[src/slbm_pkg.sv]
// ----------------------------------------------------------------------------
// slbm_pkg: shared types and constants
// Access codes, region codes, register indexes and the bank state record
// used by the serial-loaded bank mapper.
// ----------------------------------------------------------------------------
`timescale 1ns / 1ps

package slbm_pkg;

  // access codes
  localparam logic [2:0] OP_CPU_RD   = 3'd0;
  localparam logic [2:0] OP_CPU_WR   = 3'd1;
  localparam logic [2:0] OP_PPU_RD   = 3'd2;
  localparam logic [2:0] OP_PPU_WR   = 3'd3;
  localparam logic [2:0] OP_SOFT_RST = 3'd4;

  // result regions
  localparam logic [1:0] REGION_NONE    = 2'd0;
  localparam logic [1:0] REGION_PRG_ROM = 2'd1;
  localparam logic [1:0] REGION_PRG_RAM = 2'd2;
  localparam logic [1:0] REGION_CHR     = 2'd3;

  // configuration register indexes
  localparam logic CFG_PRG_BANK_COUNT = 1'b0;
  localparam logic CFG_CHR_BANK_COUNT = 1'b1;

  // serial commit targets, address bits 14:13
  localparam logic [1:0] TGT_CONTROL  = 2'd0;
  localparam logic [1:0] TGT_CHR_LOW  = 2'd1;
  localparam logic [1:0] TGT_CHR_HIGH = 2'd2;
  localparam logic [1:0] TGT_PRG      = 2'd3;

  localparam logic [2:0] SHIFT_LEN      = 3'd5;
  localparam logic [4:0] CONTROL_RST    = 5'h1C;
  localparam logic [1:0] MIRROR_RST     = 2'd3;
  localparam logic [7:0] PRG_COUNT_RST  = 8'd16;
  localparam logic [7:0] CHR_COUNT_RST  = 8'd0;

  localparam int unsigned MAPPED_W = 22;

  typedef struct packed {
    logic [2:0]  op;
    logic [15:0] addr;
    logic [7:0]  data;
  } slbm_acc_t;

  typedef struct packed {
    logic [4:0] control;
    logic [4:0] chr_low;
    logic [4:0] chr_high;
    logic [4:0] chr_wide;
    logic [7:0] prg_low;
    logic [7:0] prg_high;
    logic [2:0] prg_wide;
  } slbm_banks_t;

  typedef struct packed {
    logic                hit;
    logic [1:0]          region;
    logic [MAPPED_W-1:0] mapped;
  } slbm_res_t;

endpackage

[src/slbm_loader.sv]
// ----------------------------------------------------------------------------
// slbm_loader: serial port and bank registers
// Shifts CPU write bits into the 5-bit loader, commits the fifth bit to
// the control or bank registers, and handles soft reset.
// ----------------------------------------------------------------------------
`timescale 1ns / 1ps

module slbm_loader (
  input  logic                 clk,
  input  logic                 rst_n,
  input  logic                 upd,
  input  slbm_pkg::slbm_acc_t  acc,
  input  logic [7:0]           prg_bank_count,
  output slbm_pkg::slbm_banks_t banks,
  output logic [1:0]           mirror_nxt
);

  slbm_pkg::slbm_banks_t banks_r, banks_nxt;
  logic [4:0] sh_val_r, sh_val_nxt;
  logic [2:0] sh_cnt_r, sh_cnt_nxt;
  logic [1:0] mirror_r;
  logic [4:0] shifted;
  logic [7:0] prg_last;

  assign shifted  = {acc.data[0], sh_val_r[4:1]};
  assign prg_last = prg_bank_count - 8'd1;

  always_comb begin
    banks_nxt  = banks_r;
    sh_val_nxt = sh_val_r;
    sh_cnt_nxt = sh_cnt_r;
    mirror_nxt = mirror_r;
    if (upd) begin
      unique case (acc.op)
        slbm_pkg::OP_CPU_WR: begin
          if (acc.addr[15]) begin
            if (acc.data[7]) begin
              sh_val_nxt = '0;
              sh_cnt_nxt = '0;
              banks_nxt.control = banks_r.control | 5'h0C;
            end else if (sh_cnt_r == slbm_pkg::SHIFT_LEN - 3'd1) begin
              sh_val_nxt = '0;
              sh_cnt_nxt = '0;
              case (acc.addr[14:13])
                slbm_pkg::TGT_CONTROL: begin
                  banks_nxt.control = shifted;
                  mirror_nxt        = shifted[1:0];
                end
                slbm_pkg::TGT_CHR_LOW: begin
                  if (banks_r.control[4]) begin
                    banks_nxt.chr_low = shifted;
                  end else begin
                    banks_nxt.chr_wide = {shifted[4:1], 1'b0};
                  end
                end
                slbm_pkg::TGT_CHR_HIGH: begin
                  if (banks_r.control[4]) begin
                    banks_nxt.chr_high = shifted;
                  end
                end
                default: begin
                  // PRG mode from control bits 3:2
                  if (!banks_r.control[3]) begin
                    banks_nxt.prg_wide = shifted[3:1];
                  end else if (!banks_r.control[2]) begin
                    banks_nxt.prg_low  = '0;
                    banks_nxt.prg_high = {4'd0, shifted[3:0]};
                  end else begin
                    banks_nxt.prg_low  = {4'd0, shifted[3:0]};
                    banks_nxt.prg_high = prg_last;
                  end
                end
              endcase
            end else begin
              sh_val_nxt = shifted;
              sh_cnt_nxt = sh_cnt_r + 3'd1;
            end
          end
        end
        slbm_pkg::OP_SOFT_RST: begin
          banks_nxt          = '0;
          banks_nxt.control  = slbm_pkg::CONTROL_RST;
          banks_nxt.prg_high = prg_last;
          sh_val_nxt         = '0;
          sh_cnt_nxt         = '0;
          mirror_nxt         = slbm_pkg::MIRROR_RST;
        end
        default: ;
      endcase
    end
  end

  always_ff @(posedge clk) begin
    if (!rst_n) begin
      banks_r  <= '{control:  slbm_pkg::CONTROL_RST,
                    chr_low:  5'd0,
                    chr_high: 5'd0,
                    chr_wide: 5'd0,
                    prg_low:  8'd0,
                    prg_high: slbm_pkg::PRG_COUNT_RST - 8'd1,
                    prg_wide: 3'd0};
      sh_val_r <= '0;
      sh_cnt_r <= '0;
      mirror_r <= slbm_pkg::MIRROR_RST;
    end else begin
      banks_r  <= banks_nxt;
      sh_val_r <= sh_val_nxt;
      sh_cnt_r <= sh_cnt_nxt;
      mirror_r <= mirror_nxt;
    end
  end

  assign banks = banks_r;

endmodule

[src/slbm_xlate.sv]
// ----------------------------------------------------------------------------
// slbm_xlate: address translation
// Claims an access and maps it to a PRG ROM, PRG RAM or CHR offset.
// ----------------------------------------------------------------------------
`timescale 1ns / 1ps

module slbm_xlate (
  input  slbm_pkg::slbm_acc_t   acc,
  input  slbm_pkg::slbm_banks_t banks,
  input  logic [7:0]            chr_bank_count,
  output slbm_pkg::slbm_res_t   res
);

  logic [21:0] prg_addr;
  logic [21:0] chr_addr;
  logic        chr_ram;

  assign chr_ram = (chr_bank_count == 8'd0);

  // only used for addresses at 0x8000 and above, so bit 14 picks the half
  always_comb begin
    if (banks.control[3]) begin
      prg_addr = acc.addr[14] ? {banks.prg_high, acc.addr[13:0]}
                              : {banks.prg_low,  acc.addr[13:0]};
    end else begin
      prg_addr = {4'd0, banks.prg_wide, acc.addr[14:0]};
    end
  end

  always_comb begin
    if (chr_ram) begin
      chr_addr = {9'd0, acc.addr[12:0]};
    end else if (banks.control[4]) begin
      chr_addr = acc.addr[12] ? {5'd0, banks.chr_high, acc.addr[11:0]}
                              : {5'd0, banks.chr_low,  acc.addr[11:0]};
    end else begin
      chr_addr = {5'd0, banks.chr_wide, 12'd0} + {9'd0, acc.addr[12:0]};
    end
  end

  always_comb begin
    res = '0;
    unique case (acc.op)
      slbm_pkg::OP_CPU_RD, slbm_pkg::OP_CPU_WR: begin
        if (acc.addr[15:13] == 3'b011) begin
          res.hit    = 1'b1;
          res.region = slbm_pkg::REGION_PRG_RAM;
          res.mapped = {9'd0, acc.addr[12:0]};
        end else if (acc.addr[15] && acc.op == slbm_pkg::OP_CPU_RD) begin
          res.hit    = 1'b1;
          res.region = slbm_pkg::REGION_PRG_ROM;
          res.mapped = prg_addr;
        end
      end
      slbm_pkg::OP_PPU_RD, slbm_pkg::OP_PPU_WR: begin
        if (acc.addr[15:13] == 3'b000 && (acc.op == slbm_pkg::OP_PPU_RD || chr_ram)) begin
          res.hit    = 1'b1;
          res.region = slbm_pkg::REGION_CHR;
          res.mapped = chr_addr;
        end
      end
      default: ;
    endcase
  end

endmodule

[src/serial_loaded_bank_mapper_core.sv]
// ----------------------------------------------------------------------------
// serial_loaded_bank_mapper_core: serially loaded cartridge bank mapper
// Takes one bus request per cycle unless stalled (CPU read/write, PPU
// read/write or soft reset) and returns exactly one result per request:
// whether the mapper claims it, the region, the translated address and the
// mirroring mode after the request. CPU writes at 0x8000 and above load the
// 5-bit serial register; the fifth bit commits to control, CHR or PRG bank
// registers. A request is registered, passes once through the loader and
// translation logic and lands in the result register: one request per
// cycle sustained while out_ready allows, with the serial/bank update
// completing in that single pass so the next request sees it. The result
// register stalls on out_ready without stopping intake while it has room.
// The user writes configuration (prg_bank_count, chr_bank_count) with
// cfg_we only while no request is in flight; the block does not enforce it.
// ----------------------------------------------------------------------------
`timescale 1ns / 1ps

module serial_loaded_bank_mapper_core (
  input  logic        clk,
  input  logic        rst_n,
  // request channel
  input  logic        in_valid,
  output logic        in_ready,
  input  logic [2:0]  in_op,
  input  logic [15:0] in_addr,
  input  logic [7:0]  in_data,
  // result channel
  output logic        out_valid,
  input  logic        out_ready,
  output logic        out_hit,
  output logic [1:0]  out_region,
  output logic [21:0] out_xlat_addr,
  output logic [1:0]  out_mirror_mode,
  // configuration write port
  input  logic        cfg_we,
  input  logic        cfg_index,
  input  logic [7:0]  cfg_wdata
);

  // configuration registers
  logic [7:0] prg_count_r;
  logic [7:0] chr_count_r;

  // input stage
  logic                s1_valid_r;
  slbm_pkg::slbm_acc_t s1_acc_r;

  // result stage
  logic       out_valid_r;
  logic       out_hit_r;
  logic [1:0] out_region_r;
  logic [21:0] out_mapped_r;
  logic [1:0] out_mirror_r;

  slbm_pkg::slbm_banks_t banks;
  slbm_pkg::slbm_res_t   res;
  logic [1:0]            mirror_nxt;
  logic                  adv;
  logic                  in_take;

  // stage 1 moves on when the result register is empty or being drained
  assign adv      = s1_valid_r && (!out_valid_r || out_ready);
  assign in_ready = !s1_valid_r || adv;
  assign in_take  = in_valid && in_ready;

  always_ff @(posedge clk) begin
    if (!rst_n) begin
      prg_count_r <= slbm_pkg::PRG_COUNT_RST;
      chr_count_r <= slbm_pkg::CHR_COUNT_RST;
    end else if (cfg_we) begin
      unique case (cfg_index)
        slbm_pkg::CFG_PRG_BANK_COUNT: prg_count_r <= cfg_wdata;
        slbm_pkg::CFG_CHR_BANK_COUNT: chr_count_r <= cfg_wdata;
        default: ;
      endcase
    end
  end

  always_ff @(posedge clk) begin
    if (!rst_n) begin
      s1_valid_r <= 1'b0;
    end else if (in_take) begin
      s1_valid_r <= 1'b1;
    end else if (adv) begin
      s1_valid_r <= 1'b0;
    end
  end

  always_ff @(posedge clk) begin
    if (in_take) begin
      s1_acc_r.op   <= in_op;
      s1_acc_r.addr <= in_addr;
      s1_acc_r.data <= in_data;
    end
  end

  // bank state advances only as the request moves into the result register
  slbm_loader u_loader (
    .clk            (clk),
    .rst_n          (rst_n),
    .upd            (adv),
    .acc            (s1_acc_r),
    .prg_bank_count (prg_count_r),
    .banks          (banks),
    .mirror_nxt     (mirror_nxt)
  );

  // translation uses bank state from before this request
  slbm_xlate u_xlate (
    .acc            (s1_acc_r),
    .banks          (banks),
    .chr_bank_count (chr_count_r),
    .res            (res)
  );

  always_ff @(posedge clk) begin
    if (!rst_n) begin
      out_valid_r <= 1'b0;
    end else if (adv) begin
      out_valid_r <= 1'b1;
    end else if (out_ready) begin
      out_valid_r <= 1'b0;
    end
  end

  always_ff @(posedge clk) begin
    if (adv) begin
      out_hit_r    <= res.hit;
      out_region_r <= res.region;
      out_mapped_r <= res.mapped;
      out_mirror_r <= mirror_nxt;
    end
  end

  assign out_valid       = out_valid_r;
  assign out_hit         = out_hit_r;
  assign out_region      = out_region_r;
  assign out_xlat_addr   = out_mapped_r;
  assign out_mirror_mode = out_mirror_r;

endmodule

[config.mk]
export PLATFORM = sky130hd
export DESIGN_NAME = serial_loaded_bank_mapper_core
export DESIGN_NICKNAME = d
export VERILOG_FILES = /design/src/slbm_pkg.sv /design/src/slbm_loader.sv /design/src/slbm_xlate.sv /design/src/serial_loaded_bank_mapper_core.sv
export SDC_FILE = /design/constraint.sdc
export NUM_CORES = 1
export LEC_CHECK = 0
export BUFFER_PORTS_ARGS = -buffer_cell sky130_fd_sc_hd__buf_2
export CORE_MARGIN = 2
export CORE_UTILIZATION = 45
export DETAILED_ROUTE_END_ITERATION = 7
export PLACE_DENSITY = 0.68
export SETUP_SLACK_MARGIN = 0.4
export SLEW_MARGIN = 10
export SYNTH_ARGS = -nofsm -noshare
export SYNTH_HDL_FRONTEND = slang
export SYNTH_SLANG_ARGS = --single-unit
[constraint.sdc]
create_clock -name clk -period 1.97 [get_ports clk]
set_input_delay 0.0985 -clock clk [delete_from_list [all_inputs] [get_ports clk]]
set_output_delay 0.0985 -clock clk [all_outputs]
set_load 0.01 [all_outputs]
# After elaboration in Yosys (flattened, before gate mapping)
# Index checks and enable logic that the tools add are counted.
word_totals:
  wordCells: 118
  output_inout_bits: 29
  register_bits: 121
  inputBits: 41
op_classes:
  add_sub_neg: 3
  n_bitwise: 1
  n_eq_ne: 21
  n_reduce_logical: 29
  muxes: 42
op_table:
  columns: ["op", "n"]
  rows:
  - ["22-bit 2-to-1 mux", 4]
  - ["39-bit 2-to-1 mux", 2]
  - ["39-bit one-hot mux with 2 select lines", 1]
  - ["25-bit 2-to-1 mux", 3]
  - ["5-bit 2-to-1 mux", 10]
  - ["25-bit one-hot mux with 2 select lines", 1]
  - ["7-bit AND reduction", 5]
  - ["34-bit 2-to-1 mux", 1]
  - ["19-bit 2-to-1 mux", 1]
  - ["17-bit by 13-bit adder with 18-bit output", 1]
  - ["17-bit 2-to-1 mux", 1]
  - ["16-bit 2-to-1 mux", 1]
  - ["2-bit != test (second input constant)", 8]
  - ["12-bit 2-to-1 mux", 1]
  - ["3-bit 2-to-1 mux", 4]
  - ["2-bit 2-to-1 mux", 5]
  - ["5-bit one-hot mux with 2 select lines", 1]
  - ["3-bit by 2-bit equality test with 1-bit output (second input constant)", 3]
  - ["8-bit zero test", 1]
  - ["8-bit by 1-bit subtractor with 8-bit output (second input constant)", 1]
  - ["3-bit equality test (second input constant)", 2]
  - ["3-bit zero test", 2]
  - ["2-bit by 1-bit != test with 1-bit output (second input constant)", 3]
  - ["3-bit one-hot mux with 2 select lines", 1]
  - ["other kinds (20)", 33]

# Logic depth before layout (Yosys ltp)
depth:
  ltp_word: 8
  depth_mapped: 7
  mapped_depth_nobuf: 6

# By module
# A second synthesis with hierarchy kept.
hier_totals:
  cells_unflattened: 473
  hier_area_um2: 5107.4
modules_own_cells:
  columns: ["module", "cells_each", "area_per_inst_um2", "seq_area_each_um2", "n_inst"]
  rows:
  - ["serial_loaded_bank_mapper_core", 127, 2329.7, 1981.9, 1]
  - ["slbm_loader", 257, 2195.9, 860.8, 1]
  - ["slbm_xlate", 89, 581.8, 0.0, 1]

# Least setup slack after synthesis
# Ideal clock, no wire load.
synth_timing:
  path_type: "register -> register"
  from: "register s1_acc_r[26] (netlist bit)"
  to: "register out_mirror_r[0] (netlist: out_mirror_mode[0]), data pin"
  arrival_time_ns: 1.688
  path_slack_ns: 0.024
  n_path_buf: 2
  setup_ns: 0.258
  required_ns: 1.712
  synth_period_minus_slack_ns: 1.946
  path_stages_with_launch: 7
  cell_sequence: "edfxtp_1 -> buf_6 -> or3b_1 -> buf_2 -> or4_4 -> nor3_2 -> nor2_1"
synth_between:
  elab_chain_len: 3
  word_cells_on_any_way: 4
  cone_classes: "eq/ne (2); mux (2)"
synth_lines:
  columns: ["item", "line_no", "source"]
  rows:
  - ["start: declaration", "serial_loaded_bank_mapper_core.sv:46", "slbm_pkg::slbm_acc_t s1_acc_r;"]
  - ["3-bit equality test or 3-bit by 1-bit equality test with 1-bit output (tied branches)", "slbm_loader.sv:34", "unique case (acc.op)"]
  - ["2-bit one-hot mux with 2 select lines (*)", "slbm_loader.sv:34", null]
  - ["2-bit 2-to-1 mux (*)", "slbm_loader.sv:33", "if (upd) begin"]
  - ["named net mirror_nxt[0]", "serial_loaded_bank_mapper_core.sv:57", "logic [1:0] mirror_nxt;"]
  - ["end signal: assignment", "serial_loaded_bank_mapper_core.sv:131", "out_mirror_r <= mirror_nxt;"]
  - ["end: declaration", "serial_loaded_bank_mapper_core.sv:53", "logic [1:0] out_mirror_r;"]
# The timed path passes the listed nets; every way through them passes the cells marked *.
# A chain may end at the register's enable or synchronous reset.

# Worst setup path in the final report
layout_timing:
  from: "register s1_acc_r[24] (netlist bit)"
  to: "register u_loader.banks_r (netlist bit u_loader.banks[9])"
layout_between:
  elab_chain_len: 3
  word_cells_on_any_way: 10
  cone_classes: "eq/ne (7); mux (1); reduce/logical (2)"
layout_lines:
  columns: ["item", "line_no", "source"]
  rows:
  - ["3-bit by 1-bit equality test with 1-bit output or 3-bit equality test (tied branches)", "slbm_loader.sv:34", null]
  - ["2-bit by 1-bit != test with 1-bit output (no source line) (tied with other cells)", null, null]
  - ["7-bit AND reduction (no source line)", null, null]
  - ["end signal: assignment", "slbm_loader.sv:95", "banks_r <= '{control: slbm_pkg::CONTROL_RST,"]
  - ["end signal: assignment", "slbm_loader.sv:106", "banks_r <= banks_nxt;"]
  - ["end: declaration", "slbm_loader.sv:18", "slbm_pkg::slbm_banks_t banks_r, banks_nxt;"]
# Parallel ways exist; a longest one is shown, timed or not.

==> results.json <==
{
  "status": "complete, no violations",
  "hold_path_depth": 3,
  "dr.pass1.iters": 5,
  "multi_input_area_mm2": 0.00216,
  "period_needed_ns": 1.85,
  "wl_per_cell_um": 16.3,
  "max_slew_margin_pct": 64.3,
  "yosys_warnings": 0,
  "core_mm2": 0.00986,
  "htree_levels": 3,
  "fin_skew_ns": 0.0121,
  "critPathKind": "reg2reg",
  "drt_wl_total_um": 11600,
  "cts_made_buffers": 9,
  "overflow": 0,
  "die_y_um": 105,
  "async_flop_share_pct": 0,
  "start_util_pct": 46.9,
  "postRouteAntennaNets": 0,
  "grt_max_degree": 30,
  "synth_common_cells": "dfxtp_1, nand2_1, edfxtp_1, a21oi_1, o21ai_0",
  "clk_path_buf_depth": 2,
  "rows": 36,
  "die-area_mm2": 0.0111,
  "seq_area_mm2": 0.00262,
  "top_layer_used": "met4",
  "first_global_vias": 3665,
  "pre_cts_slack_ns": 0.0797,
  "synth-main-ff-cell": "dfxtp_1",
  "die_w_um": 105,
  "wl_met3_um": 734,
  "path_cells": "xnor2_2, or4b_4, buf_12, o211ai_1, o31ai_1",
  "viasPerCell": 5.44,
  "vdd_drop_max_uv": 436,
  "ys_top_cells_by_area": "edfxtp_1, dfxtp_1, a21oi_1",
  "ys_types": 53,
  "tritoncts": "built",
  "critical_path.max_stage_delay_ns": 0.57,
  "yosysMostFrequentCell": "dfxtp_1",
  "maxSlewViolCount": 0,
  "finalHoldViolCount": 0,
  "worstSetupStartpointType": "flop",
  "grt.total_usage_pct": 20.4,
  "cts_sinks": 107,
  "clk_latency_ns": 0.38,
  "rsz0062_at_grt": "yes",
  "area_delta_synth_final_pct": 34.3,
  "gp_congestion": 0.861,
  "yosysSeqAreaShare_pct": 56.7,
  "grt_pass1_wl_um": 18000,
  "postSynthCellCount": 453,
  "setup_viol": 0,
  "nets": 619,
  "critPathTopFamily": "simple AND/OR/NAND/NOR gates",
  "timing.max_cap.violations": 0,
  "portBuffers": 63,
  "fin_crit_sh_pct": 94.1,
  "post-route-util_pct": 62.9,
  "wl_met1_um": 4980,
  "fin_setup_tns_ns": 0,
  "cp.required_ns": 2.24,
  "io_pins": 70,
  "placement.cell_area_mm2": 0.00524,
  "critical_path.max_fanout": 19,
  "syn_avg_cell_area_um2": 10.2,
  "synth_area_mm2": 0.00462,
  "fmax_mhz": 539,
  "r2r_cells": 5,
  "fill_cells": 772,
  "route.detailed.drc": 0,
  "arrival_ns": 2.12,
  "dr_wl_met2_um": 5610,
  "worst_pin_slew_ns": 0.535,
  "synth-edff-count": 48,
  "antenna_found_initial": 0,
  "powerDensity_mw_per_mm2": 693,
  "drt_first_iter_violations": 276,
  "clk_pin_slew_ns": 0.11,
  "ys_seq_elements": 107,
  "synth.largest_area_cell": "edfxtp_1",
  "cp.depth": 5,
  "critPathBufInv": 1,
  "postLayoutCellArea_mm2": 0.00621,
  "root_buffer": "clkbuf_8",
  "dp_hpwl_um": 7280,
  "num_vias": 3878,
  "timing.final.ws_setup_ns": 0.116,
  "antenna_cells": 0,
  "synth.net_count": 497,
  "hold_class": "in2reg",
  "p_leak_nw": 2.37,
  "cp-end-kind": "flop",
  "slowest_stage": "or4b_4",
  "final_layout_size_suffix_gt1_share_pct": 30.5,
  "synth_top_area_share_pct": 31.2
}
## area by class of cell
type	instances	area share, %
sequential	107	42.3
multi-input combinational	309	34.8
timing repair buffer	137	16.2
tap	133	2.68
clock buffer	9	2.00
clock inverter	7	1.29
inverter	11	0.706
## final timing paths
kind                            slack, ns                from                 end
worst max-delay path                 0.12        s1_acc_r[24]   u_loader.banks[9]
worst min-delay path                 0.07           cfg_index      chr_count_r[1]
worst max register to register       0.12        s1_acc_r[24]   u_loader.banks[9]
worst min register to register       0.47  u_loader.banks[28]  u_loader.banks[28]
## power by group
part | switching [W] | internal (W) | leakage [nW] | total (W)
clock | 0.000820 | 0.000502 | 0.0990 | 0.00132
combinational | 0.000288 | 0.000248 | 1.34 | 0.000536
sequential | 0.0000443 | 0.00240 | 0.926 | 0.00244
## metal layers
layer | GRT usage [%] | vias up
met1 | 27.0 | 1811
met3 | 3.28 | 22
met4 | 9.24 | 0
met2 | 32.9 | 149
met5 | 0 | -
li1 | - | 1896
## repair_timing
| item | in CTS | in global routing |
|---|---|---|
| hold endpoints to repair | 38 | 0 |
| hold buffers | 30 | 0 |
| gates resized for setup | 41 | 35 |
| endpoints found under the setup margin | 89 | 74 |
| pin swaps | 11 | 14 |
| gates cloned | 2 | 3 |
| setup buffers | 5 | 9 |
## tightest hold or removal path, delay by kind of cell
kind	cells	cell delay, ns
AOI/OAI and AO/OA	1	0.06
buffers and inverters	1	0.16
and+or+nand+nor	1	0.09
## state kept, by name (all words and copies together), names as in the netlist
| signal | flops |
|---|---|
| s1_acc_r | 21 |
| u_loader.sh_val_r | 4 |
| out_mirror_mode | 2 |
| u_loader.mirror_r | 2 |
| out_region | 2 |
| chr_count_r | 8 |
| s1_valid_r | 1 |
| prg_count_r | 8 |
| out_valid | 1 |
| u_loader.sh_cnt_r | 3 |
| out_hit | 1 |
| out_xlat_addr | 22 |
| u_loader.banks | 32 |
## placed cells by master (no fill, tap or decap), types with 4 or more instances in the layout
master	Yosys	layout
a21oi_1	44	42
o211ai_1	7	7
nand4_1	14	14
buf_4	1	29
and3_1	4	4
nor2_1	20	17
buf_2	5	65
clkbuf_8	0	9
inv_1	10	8
nand2b_1	6	4
nand3_1	21	20
nor3_4	0	5
mux2i_1	19	19
nor2b_1	16	13
edfxtp_1	48	48
o31ai_1	6	6
dfxtp_1	59	58
buf_6	1	11
nand2_1	49	47
dlygate4sd3_1	0	30
o21ai_1	4	25
nor4_1	6	4
o21ai_0	34	10
## cells by family (layout without fill, tap and decap cells)
| group | count (synthesis) | after routing | share of synthesized area (%) |
|---|---|---|---|
| and+or+nand+nor | 165 | 167 | 19.3 |
| AOI/OAI and AO/OA | 113 | 114 | 14.3 |
| DFF | 107 | 107 | 56.7 |
| buffers and inverters | 40 | 164 | 3.63 |
| muxes | 19 | 19 | 4.11 |
| xor gates and xnor gates | 6 | 6 | 1.14 |
| adders and majority gates | 3 | 3 | 0.812 |
## through the flow
step | power (W) | hold WS (ns) | cells
after floorplan | 0.00272 | 0.197 | 453
after global placement | 0.00287 | 0.276 | 648
after detailed placement | 0.00288 | 0.277 | 648
after CTS | 0.00428 | 0.0434 | 701
after global routing | 0.00448 | 0.0729 | 713
final | 0.00430 | 0.0651 | 713
(Power assumes the default switching activity.)
